<file path="config.mk">
export PLATFORM = sky130hd
export DESIGN_NAME = json_string_escaper
export DESIGN_NICKNAME = d
export VERILOG_FILES = /design/src/hdl/jse_pkg.sv /design/src/hdl/json_string_escaper.sv /design/src/hdl/jse_front.sv /design/src/hdl/jse_queue.sv /design/src/hdl/jse_back.sv
export SDC_FILE = /design/constraint.sdc
export NUM_CORES = 1
export LEC_CHECK = 0
export ABC_AREA = 1
export BUFFER_PORTS_ARGS = -buffer_cell sky130_fd_sc_hd__buf_2
export CAP_MARGIN = 20
export CORE_MARGIN = 4
export CORE_UTILIZATION = 55
export CTS_BUF_LIST = sky130_fd_sc_hd__clkbuf_16
export CTS_CLUSTER_SIZE = 20
export DETAILED_ROUTE_END_ITERATION = 8
export PLACE_DENSITY_LB_ADDON = 0.15
export SLEW_MARGIN = 20
export SYNTH_ARGS = -nofsm -noshare
export SYNTH_HDL_FRONTEND = slang
export SYNTH_HIERARCHICAL = 1
export SYNTH_SLANG_ARGS = --single-unit
</file>
<file path="constraint.sdc">
create_clock -name clock -period 7.8 [get_ports clock]
set_input_delay 0.78 -clock clock [delete_from_list [all_inputs] [get_ports clock]]
set_output_delay 0.78 -clock clock [all_outputs]
set_load 0.02 [all_outputs]
</file>
<file path="src/hdl/jse_pkg.sv">
// Shared types, constants and helper functions for the JSON string escaper.
`timescale 1ns / 1ps

package jse_pkg;

   localparam int JOB_BYTES   = 8;
   localparam int QUEUE_DEPTH = 2;
   localparam int HELD_DEPTH  = 3;

   localparam logic [7:0] CHAR_QUOTE     = 8'h22;
   localparam logic [7:0] CHAR_BACKSLASH = 8'h5c;
   localparam logic [7:0] CHAR_N         = 8'h6e;
   localparam logic [7:0] CHAR_T         = 8'h74;
   localparam logic [7:0] CHAR_B         = 8'h62;
   localparam logic [7:0] CHAR_F         = 8'h66;
   localparam logic [7:0] CHAR_R         = 8'h72;
   localparam logic [7:0] CHAR_U         = 8'h75;
   localparam logic [7:0] CHAR_ZERO      = 8'h30;

   localparam logic [7:0] CTRL_BS  = 8'h08;
   localparam logic [7:0] CTRL_TAB = 8'h09;
   localparam logic [7:0] CTRL_LF  = 8'h0a;
   localparam logic [7:0] CTRL_FF  = 8'h0c;
   localparam logic [7:0] CTRL_CR  = 8'h0d;

   localparam logic [7:0] CTRL_LIMIT  = 8'h20;
   localparam logic [7:0] ASCII_LIMIT = 8'h80;
   localparam logic [7:0] CONT_MASK   = 8'hc0;
   localparam logic [7:0] CONT_CODE   = 8'h80;
   localparam logic [7:0] LEAD2_MASK  = 8'he0;
   localparam logic [7:0] LEAD2_CODE  = 8'hc0;
   localparam logic [7:0] LEAD3_MASK  = 8'hf0;
   localparam logic [7:0] LEAD3_CODE  = 8'he0;
   localparam logic [7:0] LEAD4_MASK  = 8'hf8;
   localparam logic [7:0] LEAD4_CODE  = 8'hf0;
   localparam logic [7:0] BAD_LEAD3   = 8'hed;
   localparam logic [7:0] BAD_LEAD4   = 8'hf4;

   typedef logic [$clog2(JOB_BYTES+1)-1:0] job_count_type;
   typedef logic [$clog2(JOB_BYTES)-1:0]   job_index_type;

   typedef struct packed {
      logic [JOB_BYTES-1:0][7:0] bytes;
      job_count_type             count;
      logic                      last;
   } job_type;

   function automatic logic [7:0] hex_char(input logic [3:0] nib);
      logic [7:0] wide;
      wide = {4'h0, nib};
      if (nib < 4'd10) begin
         hex_char = wide + 8'h30;
      end else begin
         hex_char = wide + 8'h37;
      end
   endfunction

   function automatic logic [2:0] lead_length(input logic [7:0] b);
      lead_length = 3'd0;
      if ((b & LEAD2_MASK) == LEAD2_CODE) begin
         lead_length = 3'd2;
      end else if ((b & LEAD3_MASK) == LEAD3_CODE) begin
         lead_length = (b == BAD_LEAD3) ? 3'd0 : 3'd3;
      end else if ((b & LEAD4_MASK) == LEAD4_CODE) begin
         lead_length = (b == BAD_LEAD4) ? 3'd0 : 3'd4;
      end
   endfunction

endpackage

</file>
<file path="src/hdl/json_string_escaper.sv">
// Top level of the JSON string escaper: front end, job queue and output sequencer.
// Each accepted input item is turned into a job of up to eight output bytes (opening quote,
// escaped or passed-through body, closing quote marked with rsp_out_last), which waits in a
// two-entry queue; the output sequencer sends one byte per cycle while rsp_ready is high,
// from a registered output. An input item is accepted every cycle while the queue has room,
// so the sustained rate is one item per cycle when each item yields at most one byte and
// rsp_ready stays high; longer items hold the output, and the output sequencer sets the pace.
// Each byte is registered in the queue and then in the output register before rsp_out_byte.
`timescale 1ns / 1ps

module json_string_escaper (
   input  logic       clock,
   input  logic       reset,
   input  logic       req_valid,
   output logic       req_ready,
   input  logic [7:0] req_data_byte,
   input  logic       req_byte_present,
   input  logic       req_string_end,
   output logic       rsp_valid,
   input  logic       rsp_ready,
   output logic [7:0] rsp_out_byte,
   output logic       rsp_out_last
);

   logic             push_valid, push_ready;
   logic             pop_valid, pop_ready;
   jse_pkg::job_type push_job, pop_job;

   jse_front u_front (
      .clock            (clock),
      .reset            (reset),
      .req_valid        (req_valid),
      .req_ready        (req_ready),
      .req_data_byte    (req_data_byte),
      .req_byte_present (req_byte_present),
      .req_string_end   (req_string_end),
      .push_valid       (push_valid),
      .push_ready       (push_ready),
      .push_job         (push_job)
   );

   jse_queue u_queue (
      .clock      (clock),
      .reset      (reset),
      .push_valid (push_valid),
      .push_ready (push_ready),
      .push_job   (push_job),
      .pop_valid  (pop_valid),
      .pop_ready  (pop_ready),
      .pop_job    (pop_job)
   );

   jse_back u_back (
      .clock        (clock),
      .reset        (reset),
      .pop_valid    (pop_valid),
      .pop_ready    (pop_ready),
      .pop_job      (pop_job),
      .rsp_valid    (rsp_valid),
      .rsp_ready    (rsp_ready),
      .rsp_out_byte (rsp_out_byte),
      .rsp_out_last (rsp_out_last)
   );

endmodule

</file>
<file path="src/hdl/jse_front.sv">
// Front end: accepts input bytes, tracks string and UTF-8 state, builds output jobs.
`timescale 1ns / 1ps

module jse_front (
   input  logic              clock,
   input  logic              reset,
   input  logic              req_valid,
   output logic              req_ready,
   input  logic [7:0]        req_data_byte,
   input  logic              req_byte_present,
   input  logic              req_string_end,
   output logic              push_valid,
   input  logic              push_ready,
   output jse_pkg::job_type  push_job
);

   logic       inside_ff, inside_in;
   logic       disc_ff, disc_in;
   logic [1:0] hc_ff, hc_in;
   logic [2:0] sl_ff, sl_in;
   logic [7:0] held_ff [jse_pkg::HELD_DEPTH];

   logic       accept;
   logic       take;
   logic       open_q;
   logic       wr_en;
   logic [1:0] wr_idx;
   logic [7:0] b;
   logic [2:0] lead_n;
   logic [2:0] body_n;
   logic [jse_pkg::JOB_BYTES-1:0][7:0] body;
   jse_pkg::job_type job;

   assign b         = req_data_byte;
   assign req_ready = push_ready;
   assign accept    = req_valid && req_ready;
   assign open_q    = !inside_ff;
   assign take      = req_byte_present && !disc_ff;
   assign lead_n    = jse_pkg::lead_length(b);

   always_comb begin
      body   = {jse_pkg::JOB_BYTES{b}};
      body_n = 3'd0;
      hc_in  = hc_ff;
      sl_in  = sl_ff;
      disc_in = disc_ff;
      wr_en  = 1'b0;
      wr_idx = hc_ff;
      if (take) begin
         if (sl_ff != 3'd0) begin
            if ((b & jse_pkg::CONT_MASK) != jse_pkg::CONT_CODE) begin
               hc_in   = 2'd0;
               sl_in   = 3'd0;
               disc_in = 1'b1;
            end else if (({1'b0, hc_ff} + 3'd1) >= sl_ff) begin
               for (int i = 0; i < jse_pkg::HELD_DEPTH; i++) begin
                  if (2'(i) < hc_ff) begin
                     body[i] = held_ff[i];
                  end
               end
               body_n = {1'b0, hc_ff} + 3'd1;
               hc_in  = 2'd0;
               sl_in  = 3'd0;
            end else if (hc_ff < 2'd3) begin
               wr_en = 1'b1;
               hc_in = hc_ff + 2'd1;
            end
         end else if (b < jse_pkg::CTRL_LIMIT) begin
            body[0] = jse_pkg::CHAR_BACKSLASH;
            body_n  = 3'd2;
            unique case (b)
               jse_pkg::CTRL_LF:  body[1] = jse_pkg::CHAR_N;
               jse_pkg::CTRL_TAB: body[1] = jse_pkg::CHAR_T;
               jse_pkg::CTRL_BS:  body[1] = jse_pkg::CHAR_B;
               jse_pkg::CTRL_FF:  body[1] = jse_pkg::CHAR_F;
               jse_pkg::CTRL_CR:  body[1] = jse_pkg::CHAR_R;
               default: begin
                  body[1] = jse_pkg::CHAR_U;
                  body[2] = jse_pkg::CHAR_ZERO;
                  body[3] = jse_pkg::CHAR_ZERO;
                  body[4] = jse_pkg::hex_char(b[7:4]);
                  body[5] = jse_pkg::hex_char(b[3:0]);
                  body_n  = 3'd6;
               end
            endcase
         end else if (b == jse_pkg::CHAR_BACKSLASH || b == jse_pkg::CHAR_QUOTE) begin
            body[0] = jse_pkg::CHAR_BACKSLASH;
            body[1] = b;
            body_n  = 3'd2;
         end else if (b < jse_pkg::ASCII_LIMIT) begin
            body[0] = b;
            body_n  = 3'd1;
         end else if (lead_n == 3'd0) begin
            disc_in = 1'b1;
         end else begin
            wr_en  = 1'b1;
            wr_idx = 2'd0;
            hc_in  = 2'd1;
            sl_in  = lead_n;
         end
      end
      inside_in = 1'b1;
      if (req_string_end) begin
         inside_in = 1'b0;
         disc_in   = 1'b0;
         hc_in     = 2'd0;
         sl_in     = 3'd0;
      end
   end

   always_comb begin
      logic [2:0] j;
      j = 3'd0;
      for (int i = 0; i < jse_pkg::JOB_BYTES; i++) begin
         j = 3'(i) - {2'b00, open_q};
         if (open_q && i == 0) begin
            job.bytes[i] = jse_pkg::CHAR_QUOTE;
         end else if (j < body_n) begin
            job.bytes[i] = body[j];
         end else begin
            job.bytes[i] = jse_pkg::CHAR_QUOTE;
         end
      end
      job.count = {3'b000, open_q} + {1'b0, body_n} + {3'b000, req_string_end};
      job.last  = req_string_end;
   end

   assign push_job   = job;
   assign push_valid = accept && (job.count != '0);

   always_ff @(posedge clock) begin
      if (reset) begin
         inside_ff <= 1'b0;
         disc_ff   <= 1'b0;
         hc_ff     <= 2'd0;
         sl_ff     <= 3'd0;
      end else if (accept) begin
         inside_ff <= inside_in;
         disc_ff   <= disc_in;
         hc_ff     <= hc_in;
         sl_ff     <= sl_in;
      end
   end

   always_ff @(posedge clock) begin
      if (accept && wr_en) begin
         held_ff[wr_idx] <= b;
      end
   end

   a_pending_counts: assert property (@(posedge clock) disable iff (reset)
      (sl_ff != 3'd0) |-> (hc_ff != 2'd0 && {1'b0, hc_ff} < sl_ff))
      else $error("pending sequence with inconsistent held count");

   a_idle_clean: assert property (@(posedge clock) disable iff (reset)
      !inside_ff |-> (!disc_ff && sl_ff == 3'd0 && hc_ff == 2'd0))
      else $error("state left over outside a string");

endmodule

</file>
<file path="src/hdl/jse_queue.sv">
// Short job queue between the front end and the output sequencer.
`timescale 1ns / 1ps

module jse_queue (
   input  logic              clock,
   input  logic              reset,
   input  logic              push_valid,
   output logic              push_ready,
   input  jse_pkg::job_type  push_job,
   output logic              pop_valid,
   input  logic              pop_ready,
   output jse_pkg::job_type  pop_job
);

   localparam int PTR_W = (jse_pkg::QUEUE_DEPTH > 1) ? $clog2(jse_pkg::QUEUE_DEPTH) : 1;
   localparam int CNT_W = $clog2(jse_pkg::QUEUE_DEPTH + 1);
   localparam logic [PTR_W-1:0] LAST_PTR = PTR_W'(jse_pkg::QUEUE_DEPTH - 1);
   localparam logic [CNT_W-1:0] FULL_CNT = CNT_W'(jse_pkg::QUEUE_DEPTH);

   jse_pkg::job_type mem_ff [jse_pkg::QUEUE_DEPTH];
   logic [PTR_W-1:0] wr_ff, wr_in;
   logic [PTR_W-1:0] rd_ff, rd_in;
   logic [CNT_W-1:0] cnt_ff, cnt_in;
   logic push, pop;

   assign push_ready = (cnt_ff != FULL_CNT);
   assign pop_valid  = (cnt_ff != '0);
   assign push       = push_valid && push_ready;
   assign pop        = pop_valid && pop_ready;
   assign pop_job    = mem_ff[rd_ff];

   always_comb begin
      wr_in  = push ? ((wr_ff == LAST_PTR) ? '0 : wr_ff + 1'b1) : wr_ff;
      rd_in  = pop  ? ((rd_ff == LAST_PTR) ? '0 : rd_ff + 1'b1) : rd_ff;
      cnt_in = cnt_ff + CNT_W'(push) - CNT_W'(pop);
   end

   always_ff @(posedge clock) begin
      if (reset) begin
         wr_ff  <= '0;
         rd_ff  <= '0;
         cnt_ff <= '0;
      end else begin
         wr_ff  <= wr_in;
         rd_ff  <= rd_in;
         cnt_ff <= cnt_in;
      end
   end

   always_ff @(posedge clock) begin
      if (push) begin
         mem_ff[wr_ff] <= push_job;
      end
   end

   a_count_bound: assert property (@(posedge clock) disable iff (reset)
      cnt_ff <= FULL_CNT)
      else $error("queue count beyond depth");

   a_nonempty_job: assert property (@(posedge clock) disable iff (reset)
      pop_valid |-> (pop_job.count != '0))
      else $error("empty job in queue");

endmodule

</file>
<file path="src/hdl/jse_back.sv">
// Back end: walks each queued job and drives one output byte per transfer.
`timescale 1ns / 1ps

module jse_back (
   input  logic              clock,
   input  logic              reset,
   input  logic              pop_valid,
   output logic              pop_ready,
   input  jse_pkg::job_type  pop_job,
   output logic              rsp_valid,
   input  logic              rsp_ready,
   output logic [7:0]        rsp_out_byte,
   output logic              rsp_out_last
);

   jse_pkg::job_index_type idx_ff, idx_in;
   logic       valid_ff, valid_in;
   logic [7:0] byte_ff;
   logic       last_ff;
   logic       load;
   logic       at_end;

   assign load   = pop_valid && (!valid_ff || rsp_ready);
   assign at_end = ({1'b0, idx_ff} == (pop_job.count - 1'b1));
   assign pop_ready = load && at_end;

   always_comb begin
      idx_in   = idx_ff;
      valid_in = valid_ff;
      if (load) begin
         valid_in = 1'b1;
         idx_in   = at_end ? '0 : idx_ff + 1'b1;
      end else if (rsp_ready) begin
         valid_in = 1'b0;
      end
   end

   always_ff @(posedge clock) begin
      if (reset) begin
         idx_ff   <= '0;
         valid_ff <= 1'b0;
      end else begin
         idx_ff   <= idx_in;
         valid_ff <= valid_in;
      end
   end

   always_ff @(posedge clock) begin
      if (load) begin
         byte_ff <= pop_job.bytes[idx_ff];
         last_ff <= pop_job.last && at_end;
      end
   end

   assign rsp_valid    = valid_ff;
   assign rsp_out_byte = byte_ff;
   assign rsp_out_last = last_ff;

   a_index_in_job: assert property (@(posedge clock) disable iff (reset)
      pop_valid |-> ({1'b0, idx_ff} < pop_job.count))
      else $error("job index past job length");

endmodule
</file>
==> impl_metrics.csv <==
group,metric,value,unit
timing,max_freq,0.208,GHz
synth,yosys_most_used_dff,"edfxtp_1",
floorplanning,core-area,0.0180,sq mm
route,drc,0,
clock_tree,cts_buffers,17,
grt,grt_max_degree,67,
timing,fin_skew,0.0116,ns
clock_tree,cts.path.max_buffers,2,
critical_path,start_kind,"flop",
finish,nets,1032,
synth,synth.distinct_cells,55,
pwr,seq_power_share,0.427,
synth,yosys-top-cells-area,"edfxtp_1 51%, nand2_1 6.8%, mux2_2 6.6%",
clock_tree,clkTransAtPathRegs,0.07,ns
timing,finalSetupViolCount,0,
clock_tree,post_cts_buffers,0,
synth,synth_top_cell_by_area,"edfxtp_1",
timing,period_share,0.618,
worst_hold_path,hold_class,"flop to flop",
grt,overflow,0,
flow_run,max_cap_violations,0,
synth,synth_warnings,6,
clock_tree,postCtsHoldBufs,0,
route,wl_per_cell,18.9,microns
route,viasPerCell,5.71,
timing,tightest_slew,0.970,ns
pwr,power_density,301,mW/mm^2
critical_path,endpoint_kind,"flop",
finish,postLayoutCoreUtil,0.604,
floorplanning,dieArea,0.0204,sq mm
route,num_vias,7050,
timing,rsz0062_at_grt,"false",
pwr,pwr-share-comb,0.300,
synth,synth_area_per_cell,10.2,sq um
place,placement.io_buffers,24,
route,ant_nets,0,
clock_tree,cts_sinks,187,
grt,grt_pass1_vias,6526,
place,dpl.hpwl,16.1,mm
finish,layout-drive-gt1-share,0.204,
floorplanning,io_pins,25,
floorplanning,start_util,0.558,
route,drt_iter0_drc,894,
clock_tree,cts-root-buf,"clkbuf_16",
critical_path,path_max_fanout,42,
pwr,p_leak,4.16,nW
synth,synth-edff-count,171,
clock_tree,insertion_delay,0.43,ns
synth,netlist_top_cells_count,"182 x nand2_1, 171 x edfxtp_1, 140 x nor2_1",
clock_tree,cts_tree,"built",
place,gp_congestion,0.906,
clock_tree,cts_resized,0,
synth,synthArstFlopShare,0,
synth,synth_top_area_share,0.512,
timing,slew_viol_final,0,
pwr,swShare,0.345,
floorplanning,die_width,143,microns
pwr,p_int,2.14,mW
critical_path,crit_arrival,4.88,ns
floorplanning,std_cell_rows,49,
clock_tree,htree_num_levels,4,
timing,fin_crit,4.82,ns
synth,synth.most_common_cell,"nand2_1",
pwr,clock_power_share,0.273,
grt,grt_pass1_wl,37.0,mm
floorplanning,die_h,143,microns
synth,synthesis.area,0.0100,sq mm
finish,syn2layout_area_growth,8.35,%
grt,antenna_found_initial,0,
timing,tns,0,ns
timing,slew-limit-headroom,0.353,
critical_path,path_class,"flop to flop",
synth,synth-seq-cells,187,
synth,synthesis.nets,1022,
route,dr.pass1.iters,5,
synth,synth_cells,982,
critical_path,critical_path_required,7.86,ns
grt,track_usage,0.240,
synth,seq_area_frac_synth,0.544,
run_status,status,"completed",
finish,diodes,0,
timing,hold_viol,0,
pwr,max-vdd-ir-drop,338,uV
route,wl,23.3,mm
pwr,p_switching,1.13,mW
routing by layer:
| metal | vias to the layer above | share of wire | global-route usage |
|---|---|---|---|
| li1 | 3379 | - | - |
| met1 | 3394 | 0.47 | 0.364 |
| met2 | 239 | 0.45 | 0.358 |
| met3 | 38 | 0.058 | 0.0378 |
| met4 | 0 | 0.022 | 0.0695 |
| met5 | - | 0 | 0 |
placed cells by master, fill, tap and decap left out, types with 15 or more instances in the layout:
cell type / n
a21oi_1: 30
buf_2: 24
clkbuf_16: 17
dfxtp_1: 15
edfxtp_1: 171
ha_1: 25
inv_1: 69
mux2_2: 59
nand2_1: 182
nand3_1: 48
nor2_1: 138
o21ai_0: 61
final cells by class:
| cell class | instances | area (sq um) |
|---|---|---|
| Sequential cell | 187 | 5460 |
| Fill cell | 1510 | 7110 |
| Inverter | 88 | 352 |
| Clock buffer | 17 | 425 |
| Clock inverter | 15 | 198 |
| Timing Repair Buffer | 33 | 188 |
| Multi-Input combinational cell | 665 | 3950 |
| Tap cell | 229 | 287 |
power groups by stage:
stage	registers [mW]	logic, mW	clock network [mW]
final	1.40	0.980	0.892
after global routing	1.41	1.10	0.964
after CTS	1.40	0.985	0.907
after detailed placement	1.42	0.979	0
after global placement	1.41	0.975	0
after floorplan	1.46	0.692	0
sequential cells by signal, summed over array words and instances (netlist names), named ones only:
| register | flops |
|---|---|
| u_back/idx_ff | 3 |
| u_back/rsp_out_byte | 8 |
| u_back/rsp_out_last | 1 |
| u_back/rsp_valid | 1 |
| u_front/disc_ff | 1 |
| u_front/hc_ff | 2 |
| u_front/held_ff | 24 |
| u_front/inside_ff | 1 |
| u_front/sl_ff | 3 |
| u_queue/cnt_ff | 2 |
| u_queue/mem_ff | 138 |
| u_queue/rd_ff | 1 |
| u_queue/wr_ff | 1 |
critical path, stage by stage, from the launching register on:
cell      delay (ns)
dfxtp_1         0.43
inv_1           0.12
ha_1            0.36
ha_1            0.30
nand3_1         0.10
nand3_2         0.21
a31oi_1         0.20
a211oi_1        0.11
fa_1            0.42
ha_1            0.23
inv_1           0.05
nand3_1         0.08
nand3_1         0.11
nor2_1          0.04
nor2_1          0.12
nand2_1         0.20
nor2_4          0.70
buf_4           0.62
logic make-up (layout without fill, tap and decap cells):
group	count (synthesis)	in the layout	synth area share
and+or+nand+nor	432	432	0.198
DFF	187	187	0.544
AOI/OAI and AO/OA	132	132	0.0748
buffers and inverters	130	153	0.0629
muxes	70	70	0.0823
adders and majority gates	26	26	0.0332
xor gates and xnor gates	4	4	0.00350
other	1	1	0.000374
stage by stage:
stage / instances / hold slack, ns / power [mW] / setup slack [ns] / area, sq um
6_report: 1234 / 0.499 / 3.27 / 2.98 / 10900
2_1_floorplan: 982 / 0.450 / 2.15 / 1.51 / 10000
4_1_cts: 1234 / 0.508 / 3.29 / 2.96 / 10900
5_1_grt: 1234 / 0.529 / 3.48 / 2.51 / 10900
3_5_place_dp: 1202 / 0.489 / 2.40 / 2.78 / 10200
3_3_place_gp: 1202 / 0.462 / 2.39 / 2.83 / 10200
worst paths after layout:
| kind | start | end | slack, ns | cells after the start |
|---|---|---|---|---|
| worst min register to register | u_front/disc_ff | u_front/disc_ff | 0.50 | 2 |
| worst max-delay path | u_front/hc_ff[0] | u_queue/mem_ff[1][22] | 2.98 | 17 |
| worst min-delay path | u_front/disc_ff | u_front/disc_ff | 0.50 | 2 |
| worst max register to register | u_front/hc_ff[0] | u_queue/mem_ff[1][22] | 2.98 | 17 |
Power figures use the tool's default switching activity.
